File: config.mk
export PLATFORM = sky130hd
export DESIGN_NAME = barometric_sensor_compensation
export DESIGN_NICKNAME = d
export VERILOG_FILES = /design/src/sv/bsc_pkg.sv /design/src/sv/barometric_sensor_compensation.sv /design/src/sv/bsc_mul.sv /design/src/sv/bsc_div.sv
export SDC_FILE = /design/constraint.sdc
export NUM_CORES = 2
export LEC_CHECK = 0
export ABC_AREA = 1
export BUFFER_PORTS_ARGS = -buffer_cell sky130_fd_sc_hd__buf_2
export CAP_MARGIN = 20
export CELL_PAD_IN_SITES_DETAIL_PLACEMENT = 1
export CELL_PAD_IN_SITES_GLOBAL_PLACEMENT = 1
export CORE_ASPECT_RATIO = 1.5
export CORE_MARGIN = 5
export CORE_UTILIZATION = 45
export CTS_CLUSTER_DIAMETER = 100
export DETAILED_ROUTE_END_ITERATION = 8
export PLACE_DENSITY_LB_ADDON = 0.1
export REMOVE_ABC_BUFFERS = 1
export SLEW_MARGIN = 5
export SYNTH_ARGS = -nofsm -noshare
export SYNTH_HDL_FRONTEND = slang
export SYNTH_HIERARCHICAL = 1
export SYNTH_SLANG_ARGS = --single-unit
File: constraint.sdc
create_clock -name clock -period 10.4 [get_ports clock]
set_clock_uncertainty 0.05 [all_clocks]
set_input_delay 1.56 -clock clock [delete_from_list [all_inputs] [get_ports clock]]
set_output_delay 1.56 -clock clock [all_outputs]
set_load 0.005 [all_outputs]
File: src/sv/bsc_pkg.sv
`timescale 1ns / 1ps
// ----------------------------------------------------------------------------
// bsc_pkg
// Types, constants and saturating helpers shared by the barometric
// compensation datapath.
// ----------------------------------------------------------------------------
package bsc_pkg;

   localparam int DATA_W        = 64;
   localparam int RAW_SAMPLE_W  = 20;
   localparam int RAW_WIDTH_DEF = 20;
   localparam int FRAC          = 24;
   localparam int SHIFT_W       = 6;
   localparam int MUL_STEPS     = 64;
   localparam int DIV_STEPS     = 128;
   localparam int CSR_INDEX_W   = 2;
   localparam int REQ_DATA_W    = 24;
   localparam int RSP_DATA_W    = 48;

   localparam logic [CSR_INDEX_W-1:0] REG_TEMP_CAL       = 2'd0;
   localparam logic [CSR_INDEX_W-1:0] REG_PRESS_CAL_LOW  = 2'd1;
   localparam logic [CSR_INDEX_W-1:0] REG_PRESS_CAL_HIGH = 2'd2;
   localparam logic [CSR_INDEX_W-1:0] REG_PRESS_CAL_NINE = 2'd3;

   localparam logic OP_TEMPERATURE = 1'b0;
   localparam logic OP_PRESSURE    = 1'b1;

   typedef logic signed [DATA_W-1:0] word_type;

   localparam word_type WORD_MAX = 64'sh7FFF_FFFF_FFFF_FFFF;
   localparam word_type WORD_MIN = 64'sh8000_0000_0000_0000;

   typedef struct packed {
      logic               start;
      logic [SHIFT_W-1:0] sh;
   } mul_req_type;

   typedef enum logic [2:0] {
      ST_IDLE,
      ST_MUL_ISSUE,
      ST_MUL_WAIT,
      ST_DIV_ISSUE,
      ST_DIV_WAIT,
      ST_DONE
   } state_type;

   typedef enum logic [4:0] {
      SP_SQ, SP_P6, SP_P5, SP_B4, SP_P3, SP_P2, SP_C19, SP_C15, SP_P1,
      SP_B12, SP_N, SP_PP, SP_P9, SP_P8, SP_S4,
      SP_TD2, SP_TDD, SP_T3, SP_T20, SP_T34, SP_T5
   } step_type;

   function automatic logic [DATA_W-1:0] mag_of(input word_type x);
      mag_of = x[DATA_W-1] ? (DATA_W'(0) - DATA_W'(x)) : DATA_W'(x);
   endfunction

   function automatic word_type sat_add(input word_type a, input word_type b);
      logic signed [DATA_W:0] s;
      s = {a[DATA_W-1], a} + {b[DATA_W-1], b};
      if (s[DATA_W] != s[DATA_W-1]) begin
         sat_add = s[DATA_W] ? WORD_MIN : WORD_MAX;
      end else begin
         sat_add = s[DATA_W-1:0];
      end
   endfunction

   function automatic word_type pack_sat(input logic neg, input logic [DATA_W-1:0] hi,
                                         input logic [DATA_W-1:0] lo);
      logic [DATA_W-1:0] lim;
      logic [DATA_W-1:0] m;
      lim = neg ? 64'h8000_0000_0000_0000 : 64'h7FFF_FFFF_FFFF_FFFF;
      m = ((hi != '0) || (lo > lim)) ? lim : lo;
      pack_sat = neg ? word_type'(DATA_W'(0) - m) : word_type'(m);
   endfunction

endpackage

File: src/sv/barometric_sensor_compensation.sv
`timescale 1ns / 1ps
// ----------------------------------------------------------------------------
// barometric_sensor_compensation
// Temperature and pressure compensation of raw barometer readings.
//
// The req channel takes one raw sample per transaction, tagged by tuser as
// temperature or pressure. The rsp channel returns one result per
// transaction. The csr channel writes the calibration registers and is
// always ready; it is to be used only while the block is idle, which the
// block itself does not enforce. A sequencer drives one shared shift-add
// multiplier and, for pressure, one bit-serial divider. A temperature item
// takes 6 products; a pressure item takes 15 products and one division,
// or stops after 9 products when the divisor is zero. One item is in work
// at a time and req_tready is low meanwhile, so no new item is taken
// until the last one is done.
// The result register decouples the sides: a new item is accepted while a
// result waits, and a finished item waits in its last state while the
// receiver stalls. Reset clears the calibration registers, the stored
// fine temperature and all handshake state.
// ----------------------------------------------------------------------------
module barometric_sensor_compensation #(
   parameter int RAW_WIDTH = bsc_pkg::RAW_WIDTH_DEF
) (
   input  logic                                clock,
   input  logic                                reset,
   input  logic                                req_tvalid,
   output logic                                req_tready,
   // raw_sample [19:0], zero padding above
   input  logic [bsc_pkg::REQ_DATA_W-1:0]      req_tdata,
   // opcode [0]
   input  logic [0:0]                          req_tuser,
   output logic                                rsp_tvalid,
   input  logic                                rsp_tready,
   // temperature_centi [15:0], pressure_q8 [40:16], zero_divisor [41], zeros above
   output logic [bsc_pkg::RSP_DATA_W-1:0]      rsp_tdata,
   // result_kind [0]
   output logic [0:0]                          rsp_tuser,
   input  logic                                csr_valid,
   output logic                                csr_ready,
   input  logic [bsc_pkg::CSR_INDEX_W-1:0]     csr_index,
   input  logic [bsc_pkg::DATA_W-1:0]          csr_data
);

   localparam int RW      = bsc_pkg::RAW_SAMPLE_W;
   localparam int LOW_CUT = RW - RAW_WIDTH;
   localparam logic [RW-1:0] RAW_MASK = ~((RW'(1) << LOW_CUT) - RW'(1));

   function automatic bsc_pkg::word_type sx16(input logic [15:0] v);
      sx16 = bsc_pkg::word_type'($signed(v));
   endfunction

   bsc_pkg::state_type state_ff, state_in;
   bsc_pkg::step_type  step_ff, step_in;

   logic [47:0]       temp_cal_ff;
   logic [63:0]       pcl_ff;
   logic [63:0]       pch_ff;
   logic [15:0]       p9_ff;
   logic [31:0]       fine_ff, fine_in;

   bsc_pkg::word_type ra_ff, ra_in, rsq_ff, rsq_in, rb_ff, rb_in, rc_ff, rc_in;
   bsc_pkg::word_type rn_ff, rn_in, rp_ff, rp_in, rt_ff, rt_in;
   logic [RW-1:0]     raw_ff, raw_in;
   logic              kind_ff, kind_in;
   logic              zflag_ff, zflag_in;

   logic                           rsp_valid_ff, rsp_valid_in;
   logic [bsc_pkg::RSP_DATA_W-1:0] rsp_data_ff, rsp_data_in;
   logic                           rsp_kind_ff, rsp_kind_in;

   bsc_pkg::mul_req_type        mul_req;
   logic                        mul_start;
   logic [bsc_pkg::SHIFT_W-1:0] mul_sh;
   bsc_pkg::word_type           op_a, op_b, mul_res, div_res;
   logic                        mul_done, div_done, div_start;

   bsc_pkg::word_type sx, sy, wb, d_val, n0;
   logic [63:0]       tmag, pround;
   logic [15:0]       centi;
   logic [24:0]       pq8;
   logic              load_rsp;

   assign mul_req = {mul_start, mul_sh};

   bsc_mul u_mul (
      .clock  (clock),
      .reset  (reset),
      .req    (mul_req),
      .op_a   (op_a),
      .op_b   (op_b),
      .done   (mul_done),
      .result (mul_res)
   );

   bsc_div u_div (
      .clock  (clock),
      .reset  (reset),
      .start  (div_start),
      .num    (rn_ff),
      .den    (rc_ff),
      .done   (div_done),
      .result (div_res)
   );

   always_comb begin
      d_val = $signed({44'd0, raw_ff}) - $signed({44'd0, temp_cal_ff[15:0], 4'd0});
      n0    = ((64'sd1 <<< 20) - $signed({44'd0, raw_ff})) <<< bsc_pkg::FRAC;
      op_a  = rt_ff;
      op_b  = 64'sd1;
      mul_sh = '0;
      sx = mul_res;
      sy = '0;
      case (step_ff)
         bsc_pkg::SP_SQ: begin
            op_a = ra_ff; op_b = ra_ff; mul_sh = 6'd24;
         end
         bsc_pkg::SP_P6: begin
            op_a = rsq_ff; op_b = sx16(pch_ff[31:16]); mul_sh = 6'd15;
         end
         bsc_pkg::SP_P5: begin
            op_a = ra_ff; op_b = sx16(pch_ff[15:0]) <<< 1; sx = rt_ff; sy = mul_res;
         end
         bsc_pkg::SP_B4: begin
            op_a = rb_ff; mul_sh = 6'd2; sy = sx16(pcl_ff[63:48]) <<< 40;
         end
         bsc_pkg::SP_P3: begin
            op_a = rsq_ff; op_b = sx16(pcl_ff[47:32]); mul_sh = 6'd19;
         end
         bsc_pkg::SP_P2: begin
            op_a = ra_ff; op_b = sx16(pcl_ff[31:16]); sx = rt_ff; sy = mul_res;
         end
         bsc_pkg::SP_C19: begin
            op_a = rc_ff; mul_sh = 6'd19;
         end
         bsc_pkg::SP_C15: begin
            op_a = rc_ff; mul_sh = 6'd15; sy = 64'sd1 <<< bsc_pkg::FRAC;
         end
         bsc_pkg::SP_P1: begin
            op_a = rc_ff; op_b = $signed({48'd0, pcl_ff[15:0]});
         end
         bsc_pkg::SP_B12: begin
            op_a = rb_ff; mul_sh = 6'd12; sx = n0; sy = -mul_res;
         end
         bsc_pkg::SP_N: begin
            op_a = rn_ff; op_b = 64'sd6250;
         end
         bsc_pkg::SP_PP: begin
            op_a = rp_ff; op_b = rp_ff; mul_sh = 6'd24;
         end
         bsc_pkg::SP_P9: begin
            op_a = rt_ff; op_b = sx16(p9_ff); mul_sh = 6'd31;
         end
         bsc_pkg::SP_P8: begin
            op_a = rp_ff; op_b = sx16(pch_ff[63:48]); mul_sh = 6'd15;
            sx = rt_ff; sy = mul_res;
         end
         bsc_pkg::SP_S4: begin
            op_a = bsc_pkg::sat_add(rt_ff, sx16(pch_ff[47:32]) <<< bsc_pkg::FRAC);
            mul_sh = 6'd4; sx = rp_ff; sy = mul_res;
         end
         bsc_pkg::SP_TD2: begin
            op_a = d_val; op_b = sx16(temp_cal_ff[31:16]);
         end
         bsc_pkg::SP_TDD: begin
            op_a = d_val; op_b = d_val;
         end
         bsc_pkg::SP_T3: begin
            op_a = rc_ff; op_b = sx16(temp_cal_ff[47:32]);
         end
         bsc_pkg::SP_T20: begin
            op_a = rt_ff; op_b = 64'sd1 <<< 20; sy = rc_ff;
         end
         bsc_pkg::SP_T34: begin
            op_a = rt_ff; mul_sh = 6'd34;
         end
         bsc_pkg::SP_T5: begin
            op_a = rt_ff; op_b = 64'sd5;
         end
         default: begin
            op_a = rt_ff;
         end
      endcase
      wb = bsc_pkg::sat_add(sx, sy);
   end

   always_comb begin
      tmag = (bsc_pkg::mag_of(rt_ff) + 64'd128) >> 8;
      if (rt_ff[63]) begin
         centi = (tmag > 64'd32768) ? 16'h8000 : 16'(64'd0 - tmag);
      end else begin
         centi = (tmag > 64'd32767) ? 16'h7FFF : tmag[15:0];
      end
      pround = (64'(rp_ff) + 64'h8000) >> 16;
      if (zflag_ff || (rp_ff <= 0)) begin
         pq8 = '0;
      end else begin
         pq8 = (pround > 64'h1FF_FFFF) ? 25'h1FF_FFFF : pround[24:0];
      end
   end

   always_comb begin
      state_in      = state_ff;
      step_in       = step_ff;
      fine_in       = fine_ff;
      ra_in         = ra_ff;
      rsq_in        = rsq_ff;
      rb_in         = rb_ff;
      rc_in         = rc_ff;
      rn_in         = rn_ff;
      rp_in         = rp_ff;
      rt_in         = rt_ff;
      raw_in        = raw_ff;
      kind_in       = kind_ff;
      zflag_in      = zflag_ff;
      mul_start     = 1'b0;
      div_start     = 1'b0;
      load_rsp      = 1'b0;
      rsp_valid_in  = rsp_valid_ff && !rsp_tready;
      rsp_data_in   = rsp_data_ff;
      rsp_kind_in   = rsp_kind_ff;
      case (state_ff)
         bsc_pkg::ST_IDLE: begin
            if (req_tvalid) begin
               raw_in   = req_tdata[RW-1:0] & RAW_MASK;
               kind_in  = req_tuser[0];
               zflag_in = 1'b0;
               ra_in    = ($signed({{32{fine_ff[31]}}, fine_ff}) <<< 23)
                          - (64'sd64000 <<< bsc_pkg::FRAC);
               step_in  = (req_tuser[0] == bsc_pkg::OP_PRESSURE) ?
                          bsc_pkg::SP_SQ : bsc_pkg::SP_TD2;
               state_in = bsc_pkg::ST_MUL_ISSUE;
            end
         end
         bsc_pkg::ST_MUL_ISSUE: begin
            mul_start = 1'b1;
            state_in  = bsc_pkg::ST_MUL_WAIT;
         end
         bsc_pkg::ST_MUL_WAIT: begin
            if (mul_done) begin
               state_in = bsc_pkg::ST_MUL_ISSUE;
               case (step_ff)
                  bsc_pkg::SP_SQ:  begin rsq_in = wb; step_in = bsc_pkg::SP_P6;  end
                  bsc_pkg::SP_P6:  begin rt_in  = wb; step_in = bsc_pkg::SP_P5;  end
                  bsc_pkg::SP_P5:  begin rb_in  = wb; step_in = bsc_pkg::SP_B4;  end
                  bsc_pkg::SP_B4:  begin rb_in  = wb; step_in = bsc_pkg::SP_P3;  end
                  bsc_pkg::SP_P3:  begin rt_in  = wb; step_in = bsc_pkg::SP_P2;  end
                  bsc_pkg::SP_P2:  begin rc_in  = wb; step_in = bsc_pkg::SP_C19; end
                  bsc_pkg::SP_C19: begin rc_in  = wb; step_in = bsc_pkg::SP_C15; end
                  bsc_pkg::SP_C15: begin rc_in  = wb; step_in = bsc_pkg::SP_P1;  end
                  bsc_pkg::SP_P1: begin
                     rc_in   = wb;
                     step_in = bsc_pkg::SP_B12;
                     if (wb == 0) begin
                        zflag_in = 1'b1;
                        state_in = bsc_pkg::ST_DONE;
                     end
                  end
                  bsc_pkg::SP_B12: begin rn_in = wb; step_in = bsc_pkg::SP_N; end
                  bsc_pkg::SP_N: begin
                     rn_in    = wb;
                     step_in  = bsc_pkg::SP_PP;
                     state_in = bsc_pkg::ST_DIV_ISSUE;
                  end
                  bsc_pkg::SP_PP:  begin rt_in = wb; step_in = bsc_pkg::SP_P9; end
                  bsc_pkg::SP_P9:  begin rt_in = wb; step_in = bsc_pkg::SP_P8; end
                  bsc_pkg::SP_P8:  begin rt_in = wb; step_in = bsc_pkg::SP_S4; end
                  bsc_pkg::SP_S4: begin
                     rp_in    = wb;
                     state_in = bsc_pkg::ST_DONE;
                  end
                  bsc_pkg::SP_TD2: begin rt_in = wb; step_in = bsc_pkg::SP_TDD; end
                  bsc_pkg::SP_TDD: begin rc_in = wb; step_in = bsc_pkg::SP_T3;  end
                  bsc_pkg::SP_T3:  begin rc_in = wb; step_in = bsc_pkg::SP_T20; end
                  bsc_pkg::SP_T20: begin rt_in = wb; step_in = bsc_pkg::SP_T34; end
                  bsc_pkg::SP_T34: begin
                     rt_in   = wb;
                     fine_in = wb[31:0];
                     step_in = bsc_pkg::SP_T5;
                  end
                  bsc_pkg::SP_T5: begin
                     rt_in    = wb;
                     state_in = bsc_pkg::ST_DONE;
                  end
                  default: begin
                     state_in = bsc_pkg::ST_IDLE;
                  end
               endcase
            end
         end
         bsc_pkg::ST_DIV_ISSUE: begin
            div_start = 1'b1;
            state_in  = bsc_pkg::ST_DIV_WAIT;
         end
         bsc_pkg::ST_DIV_WAIT: begin
            if (div_done) begin
               rp_in    = div_res;
               state_in = bsc_pkg::ST_MUL_ISSUE;
            end
         end
         bsc_pkg::ST_DONE: begin
            if (!rsp_valid_ff || rsp_tready) begin
               load_rsp     = 1'b1;
               rsp_valid_in = 1'b1;
               rsp_kind_in  = kind_ff;
               if (kind_ff == bsc_pkg::OP_PRESSURE) begin
                  rsp_data_in = {6'd0, zflag_ff, pq8, 16'd0};
               end else begin
                  rsp_data_in = {32'd0, centi};
               end
               state_in = bsc_pkg::ST_IDLE;
            end
         end
         default: begin
            state_in = bsc_pkg::ST_IDLE;
         end
      endcase
   end

   always_ff @(posedge clock) begin
      if (reset) begin
         state_ff     <= bsc_pkg::ST_IDLE;
         step_ff      <= bsc_pkg::SP_SQ;
         fine_ff      <= '0;
         rsp_valid_ff <= 1'b0;
         temp_cal_ff  <= '0;
         pcl_ff       <= '0;
         pch_ff       <= '0;
         p9_ff        <= '0;
      end else begin
         state_ff     <= state_in;
         step_ff      <= step_in;
         fine_ff      <= fine_in;
         rsp_valid_ff <= rsp_valid_in;
         if (csr_valid) begin
            case (csr_index)
               bsc_pkg::REG_TEMP_CAL:       temp_cal_ff <= csr_data[47:0];
               bsc_pkg::REG_PRESS_CAL_LOW:  pcl_ff      <= csr_data;
               bsc_pkg::REG_PRESS_CAL_HIGH: pch_ff      <= csr_data;
               bsc_pkg::REG_PRESS_CAL_NINE: p9_ff       <= csr_data[15:0];
               default: begin
               end
            endcase
         end
      end
   end

   always_ff @(posedge clock) begin
      ra_ff       <= ra_in;
      rsq_ff      <= rsq_in;
      rb_ff       <= rb_in;
      rc_ff       <= rc_in;
      rn_ff       <= rn_in;
      rp_ff       <= rp_in;
      rt_ff       <= rt_in;
      raw_ff      <= raw_in;
      kind_ff     <= kind_in;
      zflag_ff    <= zflag_in;
      rsp_data_ff <= rsp_data_in;
      rsp_kind_ff <= rsp_kind_in;
   end

   assign req_tready = (state_ff == bsc_pkg::ST_IDLE);
   assign csr_ready  = 1'b1;
   assign rsp_tvalid = rsp_valid_ff;
   assign rsp_tdata  = rsp_data_ff;
   assign rsp_tuser  = rsp_kind_ff;

   a_busy_after_accept: assert property (@(posedge clock) disable iff (reset)
      (req_tvalid && req_tready) |=> !req_tready)
      else $error("block ready again right after taking a transaction");

   a_mul_done_in_wait: assert property (@(posedge clock) disable iff (reset)
      mul_done |-> (state_ff == bsc_pkg::ST_MUL_WAIT))
      else $error("multiplier finished outside a wait state");

   a_load_when_free: assert property (@(posedge clock) disable iff (reset)
      load_rsp |-> (!rsp_valid_ff || rsp_tready))
      else $error("result register overwritten while a result waits");

   a_temp_fields: assert property (@(posedge clock) disable iff (reset)
      (rsp_tvalid && !rsp_tuser[0]) |-> (rsp_tdata[41:16] == 26'd0))
      else $error("temperature result carries pressure fields");

   a_zero_div_fields: assert property (@(posedge clock) disable iff (reset)
      (rsp_tvalid && rsp_tdata[41]) |-> (rsp_tuser[0] && rsp_tdata[40:0] == 41'd0))
      else $error("zero divisor result carries data");

endmodule

File: src/sv/bsc_mul.sv
`timescale 1ns / 1ps
// ----------------------------------------------------------------------------
// bsc_mul
// Shared shift-add multiplier: signed 64 x 64 product, scaled down by a
// power of two with truncation toward zero and saturated to 64 bits.
// ----------------------------------------------------------------------------
module bsc_mul (
   input  logic                clock,
   input  logic                reset,
   input  bsc_pkg::mul_req_type req,
   input  bsc_pkg::word_type   op_a,
   input  bsc_pkg::word_type   op_b,
   output logic                done,
   output bsc_pkg::word_type   result
);

   localparam int CNT_W = $clog2(bsc_pkg::MUL_STEPS + 1);
   localparam int W     = bsc_pkg::DATA_W;

   logic                        busy_ff, busy_in;
   logic                        done_ff, done_in;
   logic [CNT_W-1:0]            cnt_ff, cnt_in;
   logic [W-1:0]                x_ff, x_in;
   logic [W-1:0]                y_ff, y_in;
   logic [W-1:0]                hi_ff, hi_in;
   logic [W-1:0]                lo_ff, lo_in;
   logic                        neg_ff, neg_in;
   logic [bsc_pkg::SHIFT_W-1:0] sh_ff, sh_in;
   bsc_pkg::word_type           res_ff, res_in;

   logic [W:0]     sum;
   logic [2*W-1:0] shifted;

   always_comb begin
      busy_in = busy_ff;
      done_in = 1'b0;
      cnt_in  = cnt_ff;
      x_in    = x_ff;
      y_in    = y_ff;
      hi_in   = hi_ff;
      lo_in   = lo_ff;
      neg_in  = neg_ff;
      sh_in   = sh_ff;
      res_in  = res_ff;
      sum     = {1'b0, hi_ff} + (y_ff[0] ? {1'b0, x_ff} : '0);
      shifted = {hi_ff, lo_ff} >> sh_ff;
      if (!busy_ff) begin
         if (req.start) begin
            busy_in = 1'b1;
            cnt_in  = '0;
            x_in    = bsc_pkg::mag_of(op_a);
            y_in    = bsc_pkg::mag_of(op_b);
            neg_in  = op_a[W-1] ^ op_b[W-1];
            sh_in   = req.sh;
            hi_in   = '0;
            lo_in   = '0;
         end
      end else if (cnt_ff != CNT_W'(bsc_pkg::MUL_STEPS)) begin
         hi_in  = sum[W:1];
         lo_in  = {sum[0], lo_ff[W-1:1]};
         y_in   = y_ff >> 1;
         cnt_in = cnt_ff + CNT_W'(1);
      end else begin
         res_in  = bsc_pkg::pack_sat(neg_ff, shifted[2*W-1:W], shifted[W-1:0]);
         done_in = 1'b1;
         busy_in = 1'b0;
      end
   end

   always_ff @(posedge clock) begin
      if (reset) begin
         busy_ff <= 1'b0;
         done_ff <= 1'b0;
         cnt_ff  <= '0;
      end else begin
         busy_ff <= busy_in;
         done_ff <= done_in;
         cnt_ff  <= cnt_in;
      end
      x_ff   <= x_in;
      y_ff   <= y_in;
      hi_ff  <= hi_in;
      lo_ff  <= lo_in;
      neg_ff <= neg_in;
      sh_ff  <= sh_in;
      res_ff <= res_in;
   end

   assign done   = done_ff;
   assign result = res_ff;

endmodule

File: src/sv/bsc_div.sv
`timescale 1ns / 1ps
// ----------------------------------------------------------------------------
// bsc_div
// Restoring long divider: trunc(num * 2^24 / den) over a 128-bit dividend,
// one quotient bit per cycle, saturated to 64 bits.
// ----------------------------------------------------------------------------
module bsc_div (
   input  logic              clock,
   input  logic              reset,
   input  logic              start,
   input  bsc_pkg::word_type num,
   input  bsc_pkg::word_type den,
   output logic              done,
   output bsc_pkg::word_type result
);

   localparam int CNT_W = $clog2(bsc_pkg::DIV_STEPS + 1);
   localparam int W     = bsc_pkg::DATA_W;

   logic              busy_ff, busy_in;
   logic              done_ff, done_in;
   logic [CNT_W-1:0]  cnt_ff, cnt_in;
   logic [2*W-1:0]    work_ff, work_in;
   logic [W-1:0]      rem_ff, rem_in;
   logic [W-1:0]      d_ff, d_in;
   logic              neg_ff, neg_in;
   bsc_pkg::word_type res_ff, res_in;

   logic [W:0] r2;
   logic [W:0] diff;

   always_comb begin
      busy_in = busy_ff;
      done_in = 1'b0;
      cnt_in  = cnt_ff;
      work_in = work_ff;
      rem_in  = rem_ff;
      d_in    = d_ff;
      neg_in  = neg_ff;
      res_in  = res_ff;
      r2      = {rem_ff, work_ff[2*W-1]};
      diff    = r2 - {1'b0, d_ff};
      if (!busy_ff) begin
         if (start) begin
            busy_in = 1'b1;
            cnt_in  = '0;
            work_in = (2*W)'(bsc_pkg::mag_of(num)) << bsc_pkg::FRAC;
            rem_in  = '0;
            d_in    = bsc_pkg::mag_of(den);
            neg_in  = num[W-1] ^ den[W-1];
         end
      end else if (cnt_ff != CNT_W'(bsc_pkg::DIV_STEPS)) begin
         if (r2 >= {1'b0, d_ff}) begin
            rem_in  = diff[W-1:0];
            work_in = {work_ff[2*W-2:0], 1'b1};
         end else begin
            rem_in  = r2[W-1:0];
            work_in = {work_ff[2*W-2:0], 1'b0};
         end
         cnt_in = cnt_ff + CNT_W'(1);
      end else begin
         res_in  = bsc_pkg::pack_sat(neg_ff, work_ff[2*W-1:W], work_ff[W-1:0]);
         done_in = 1'b1;
         busy_in = 1'b0;
      end
   end

   always_ff @(posedge clock) begin
      if (reset) begin
         busy_ff <= 1'b0;
         done_ff <= 1'b0;
         cnt_ff  <= '0;
      end else begin
         busy_ff <= busy_in;
         done_ff <= done_in;
         cnt_ff  <= cnt_in;
      end
      work_ff <= work_in;
      rem_ff  <= rem_in;
      d_ff    <= d_in;
      neg_ff  <= neg_in;
      res_ff  <= res_in;
   end

   assign done   = done_ff;
   assign result = res_ff;

endmodule
=== Word-level counts from Yosys, hierarchy flattened ===
Index checks and enable logic that the tools add are counted.

* Flip-flop bits (word level): 1419
* Output and inout bits: 52
* Word-level logic and storage cells: 259

* Add/subtract/negate cells: 20
* Order comparisons: 7
* Equality and inequality tests: 42
* Shifts and indexed selects: 1
* Muxes and demuxes: 80
* Bitwise logic cells: 7
* Reduce and logical (&&, ||, !) cells: 59

{| class="wikitable"
|+ Operators by type and width
! operator !! count
|-
| 64-bit two-way mux || 29
|-
| 64-bit one-hot mux with 15 select lines || 1
|-
| 64-bit one-hot mux with 8 select lines || 1
|-
| 1-bit by 64-bit subtractor with 64-bit output, first input constant || 7
|-
| 128-bit two-way mux || 3
|-
| 64-bit one-hot mux with 5 select lines || 1
|-
| 64-bit one-hot mux with 3 select lines || 1
|-
| 64-bit greater-than comparator || 2
|-
| 64-bit one-hot mux with 2 select lines || 1
|-
| 64-bit nonzero test || 2
|-
| 128-bit by 6-bit >> shifter with 128-bit output || 1
|-
| 63-bit two-way mux || 2
|-
| 5-bit one-hot mux with 19 select lines || 1
|-
| 64-bit by 40-bit adder with 65-bit output || 1
|-
| 64-bit by 64-bit adder with 65-bit output || 1
|-
| 64-bit by 65-bit adder with 65-bit output || 1
|-
| 65-bit by 64-bit >= comparator with 1-bit output || 1
|-
| 64-bit by 16-bit adder with 64-bit output, second input constant || 1
|-
| 64-bit by 8-bit adder with 64-bit output, second input constant || 1
|-
| 64-bit by 1-bit <= comparator with 1-bit output, second input constant || 1
|-
| 64-bit zero test || 1
|-
| 64-bit negation || 1
|-
| 64-bit subtractor || 1
|-
| 56-bit by 15-bit greater-than comparator with 1-bit output, second input constant || 1
|-
| 56 further kinds || 153
|}

=== Logic depth before layout (Yosys ltp) ===
* Depth in word-level cells: 11
* Gate-level depth with buffers: 53
* Depth with buffers taken out: 52

=== Modules after synthesis ===
The synthesis kept the hierarchy.

{| class="wikitable"
|+ Modules (own cells, without submodules)
! module !! instances !! cells an instance !! area each (um2)
|-
| barometric_sensor_compensation || 1 || 6834 || 49487.5
|-
| bsc_mul || 1 || 4791 || 31285.0
|-
| bsc_div || 1 || 3177 || 24269.5
|}

=== Worst setup path after synthesis ===
No wires, ideal clock.

* Path type: flip-flop to flip-flop
* Start: register state_ff[0]
* End: register u_mul.cnt_ff[5]
* Library setup time: 0.134 ns
* Data arrival time: 6.884 ns
* Data required time: 10.216 ns
* Path slack: 3.332 ns
* Cell stages (with the launch flop): 9
* Buffers on the path: 0
* Cell sequence: dfxtp_1 > inv_1 > nor3_1 > nand2_1 > inv_1 > nor2_1 > inv_1 > and3_1 > nor3_1

* Cells in the longest elaborated chain, start to end: 4

{| class="wikitable"
|+ RTL lines
! element !! line !! text
|-
| start: declaration || barometric_sensor_compensation.sv:52 || <nowiki>bsc_pkg::state_type state_ff, state_in;</nowiki>
|-
| start signal: assignment || barometric_sensor_compensation.sv:321 || <nowiki>state_ff <= bsc_pkg::ST_IDLE;</nowiki>
|-
| start signal: assignment || barometric_sensor_compensation.sv:330 || <nowiki>state_ff <= state_in;</nowiki>
|-
| 3-bit by 1-bit == test with 1-bit output || barometric_sensor_compensation.sv:221 || <nowiki>case (state_ff)</nowiki>
|-
| 1-bit two-way mux || barometric_sensor_compensation.sv:221 ||
|-
| named net mul_start || barometric_sensor_compensation.sv:72 || <nowiki>logic mul_start;</nowiki>
|-
| 2-bit nonzero test (no source line) || -- ||
|-
| 2-bit AND reduction (no source line) || -- ||
|-
| end signal: assignment || bsc_mul.sv:78 || <nowiki>cnt_ff <= cnt_in;</nowiki>
|-
| end: declaration || bsc_mul.sv:22 || <nowiki>logic [CNT_W-1:0] cnt_ff, cnt_in;</nowiki>
|}

The timed path passes the listed nets, and every way through them passes these cells.
A chain may end at the register's enable or synchronous reset.

=== Final worst setup path ===
* Start: register u_mul.res_ff[0], in the netlist u_mul/result[0]
* End: register zflag_ff, enable pin

* Cells in the longest elaborated chain, start to end: 8

{| class="wikitable"
|+ RTL lines
! element !! line !! text
|-
| start: declaration || bsc_mul.sv:29 || <nowiki>bsc_pkg::word_type res_ff, res_in;</nowiki>
|-
| start signal: assignment || bsc_mul.sv:86 || <nowiki>res_ff <= res_in;</nowiki>
|-
| 64-bit negation || barometric_sensor_compensation.sv:142 || <nowiki>op_a = rb_ff; mul_sh = 6'd12; sx = n0; sy = -mul_res;</nowiki>
|-
| 64-bit one-hot mux with 5 select lines || barometric_sensor_compensation.sv:113 || <nowiki>case (step_ff)</nowiki>
|-
| 64-bit by 64-bit adder with 65-bit output (*) || bsc_pkg.sv:59 || <nowiki>s = {a[DATA_W-1], a} + {b[DATA_W-1], b};</nowiki>
|-
| 64-bit two-way mux / 1-bit inequality test (equally long branches) || bsc_pkg.sv:61, bsc_pkg.sv:60 ||
|-
| 64-bit two-way mux (*) || bsc_pkg.sv:60 || <nowiki>if (s[DATA_W] != s[DATA_W-1]) begin</nowiki>
|-
| named net wb[63] || barometric_sensor_compensation.sv:77 || <nowiki>bsc_pkg::word_type sx, sy, wb, d_val, n0;</nowiki>
|-
| 64-bit zero test (*) || barometric_sensor_compensation.sv:253 || <nowiki>if (wb == 0) begin</nowiki>
|-
| 2-bit inequality test (no source line) (*) || -- ||
|-
| 5-bit AND reduction (no source line) (*) || -- ||
|-
| end signal: assignment || barometric_sensor_compensation.sv:357 || <nowiki>zflag_ff <= zflag_in;</nowiki>
|-
| end: declaration || barometric_sensor_compensation.sv:65 || <nowiki>logic zflag_ff, zflag_in;</nowiki>
|}

The timed path passes the listed nets; every way through them passes the cells marked *.

==> flow_metrics.tcl <==
set metrics [dict create \
    status "complete, but fails checks" \
    violations "max-slew violations" \
    antenna_found_initial 59 \
    cts_tree "yes" \
    dieArea_sq_mm 0.243 \
    power.switching_uw 20900 \
    drv_slew 1 \
    die_h_um 602 \
    cpMostUsedCell "nand2_1" \
    drtPass1Iterations 8 \
    initial_core_util_pct 45.1 \
    grt_max_degree 128 \
    n_fill_cell 29700 \
    end_kind "flop" \
    netlist_instances 14800 \
    fin_setup_tns_ps 0 \
    syn_area_sq_mm 0.105 \
    p_comb_share_pct 61.1 \
    area_growth_pct 8.58 \
    vias_per_cell 6.43 \
    cts.sinks 1382 \
    die_w_um 404 \
    path_class "reg -> reg" \
    grt_use_total_pct 46.8 \
    dr_total_vias 115000 \
    synth_area_leaders "edfxtp_1, nand2_1, inv_1" \
    place.gp.congestion 1.16 \
    coreArea_sq_mm 0.233 \
    crit_fanout 20 \
    clock.fmax_ghz 0.105 \
    drtAntennaViolNets 0 \
    rsz0062_at_grt "no" \
    hp-class "reg -> reg" \
    timing.slew.headroom_pct -3.66 \
    synth_area_leader_cell "edfxtp_1" \
    layout.nets 15200 \
    hold_viol_final 0 \
    cts_resized 0 \
    hpwl_um 461000 \
    cellInternalPower_uw 17100 \
    cp_slowest_cell "edfxtp_1" \
    grt_pass1_vias 116000 \
    drc 0 \
    layout_common_cells "nand2_1, inv_1, nor2_1" \
    setup_viol 0 \
    drive_gt1_share_pct 5.88 \
    clkPwrFrac_pct 14.9 \
    cts-root-buf "clkbuf_16" \
    syn_area_per_cell_sq_um 7.10 \
    power_uw 37900 \
    dr.first_iter.drc_count 13400 \
    finalWirelength_um 590000 \
    final_common_cell "nand2_1" \
    io_buffers 136 \
    ys_warn_count 6 \
    seqPwrFrac_pct 24.0 \
    synth_async_sr_flop_share_pct 0 \
    crit_arrival_ps 9970 \
    clock_latency_ps 940 \
    clk_pin_slew_worst_paths_ps 70 \
    power_density_mw_per_mm2 333 \
    tightest_slew_ps 1550 \
    synthFlopType "edfxtp_1" \
    grt_first_pass_wirelength_um 827000 \
    yosysTopAreaCellShare_pct 32.3 \
    fp-row-count 217 \
    p_leak_uw 0.0494 \
    vdd_drop_max_mv 0.304 \
    synth_edf_count 1130 \
    wl_per_cell_um 32.9 \
    required_ps 10890 \
    ys_ff_latch 1382 \
    max_cap_violations 0 \
    crit_path_max_incr_delay_ps 610 \
    io_pins 148 \
    cts_max_level 4 \
    post_cts_buffers 0 \
    grt_overflow_total 0 \
    ys_seq_area_share_pct 37.1 \
    cts_buffer_depth 4 \
    layout_min_cycle_time_ps 9480 \
    p_sw_share_pct 55.0 \
    holdBufCountCts 0 \
    cp-start-kind "flop" \
    period_share_pct 91.1 \
    ys_types 80 \
    cts-buffers-inserted 149 \
]
[registers in the layout, summed over array words and instances, names as in the netlist, 64 cells and up]
| register | flops |
|---|---|
| u_div/work_ff | 128 |
| pch_ff | 64 |
| pcl_ff | 64 |
| rb_ff | 64 |
| rc_ff | 64 |
| rn_ff | 64 |
| rp_ff | 64 |
| rsq_ff | 64 |
| rt_ff | 64 |
| u_div/d_ff | 64 |
| u_div/rem_ff | 64 |
| u_div/result | 64 |
| u_mul/hi_ff | 64 |
| u_mul/lo_ff | 64 |
| u_mul/result | 64 |
| u_mul/x_ff | 64 |
| u_mul/y_ff | 64 |
[per-layer routing]
| metal | track usage, % | share of wire (%) | vias to the layer above |
|---|---|---|---|
| met1 | 47.3 | 33 | 56200 |
| li1 | - | - | 49900 |
| met3 | 13.8 | 8.9 | 2671 |
| met2 | 73.8 | 45 | 6531 |
| met4 | 50.8 | 14 | 26 |
| met5 | 0.359 | 0.031 | - |
[layout make-up]
class,instances,area (sq um),area share (%)
Sequential cell,1382,39000,34.2
Multi-Input combinational cell,11000,56900,49.9
Inverter,1862,7010,6.15
Tap cell,3066,3840,3.36
Clock inverter,82,903,0.792
Clock buffer,178,3990,3.50
Antenna cell,42,105,0.0922
Timing Repair Buffer,340,2360,2.07
[power groups by stage]
stage                     logic, uW  clock network, uW  registers [uW]
after global routing          24100               5880            9160
after global placement        20800                  0            9120
after floorplan               12400                  0            9240
final                         23200               5640            9120
after CTS                     21900               5640            9080
after detailed placement      21700                  0            9180
[synthesized netlist by cell type, types with 21 or more instances]
library cell and count:
a211oi_1 33, a21o_1 22, a21oi_1 947, a221oi_1 108, a22oi_1 86, a31oi_1 177
a32oi_1 21, buf_1 83, buf_2 92, buf_4 25, clkbuf_1 368, dfxtp_1 252
edfxtp_1 1130, ha_1 393, inv_1 1820, inv_2 29, mux2i_1 28, nand2_1 3476
nand2_2 61, nand3_1 1242, nand3b_1 41, nand4_1 180, nor2_1 1695, nor2_2 53
nor2_4 21, nor3_1 223, nor4_1 126, o2111ai_1 37, o211ai_1 82, o21a_1 57
o21ai_0 1066, o21ai_1 56, o21bai_1 32, o221ai_1 50, o22ai_1 39, or2_2 26
xnor2_1 151, xor2_1 269
[through the flow]
| stage | util, % | worst slack, ps | area, sq um | hold slack, ps | cells |
|---|---|---|---|---|---|
| 2_1_floorplan | - | -2790 | 103000 | 358 | 14200 |
| 3_3_place_gp | 46.7 | 1700 | 109000 | 361 | 17600 |
| 3_5_place_dp | 46.8 | 1560 | 109000 | 368 | 17600 |
| 4_1_cts | 48.9 | 1450 | 114000 | 382 | 17900 |
| 5_1_grt | 49.0 | 786 | 114000 | 400 | 17900 |
| 6_report | 49.0 | 921 | 114000 | 387 | 17900 |
[cells by family after synthesis]
family | share of synthesized area [%]
other | 0.00715
muxes | 0.278
AOI/OAI and AO/OA | 16.0
DFF | 37.1
xor gates and xnor gates | 3.50
adders and majority gates | 4.78
buffers and inverters | 9.06
and+or+nand+nor | 29.3
[final timing paths]
| check | startpoint | endpoint | slack, ps | depth (start not counted) |
|---|---|---|---|---|
| hold / removal | fine_ff[7] | ra_ff[30] | 390 | 0 |
| setup reg to reg | u_mul/result[0] | zflag_ff | 920 | 39 |
| setup / recovery | u_mul/result[0] | zflag_ff | 920 | 39 |
| hold reg to reg | fine_ff[7] | ra_ff[30] | 390 | 0 |
[critical path: cells and delay by family, from the launching register on]
kind / cells / cell delay (ps)
buffers and inverters: 4 / 460
flip-flops: 1 / 610
AND/OR/NAND/NOR: 30 / 6610
adder cells (fa/ha/maj): 2 / 710
AO/OA/AOI/OAI: 3 / 700
Note: power is estimated with default switching activity, not from simulation.
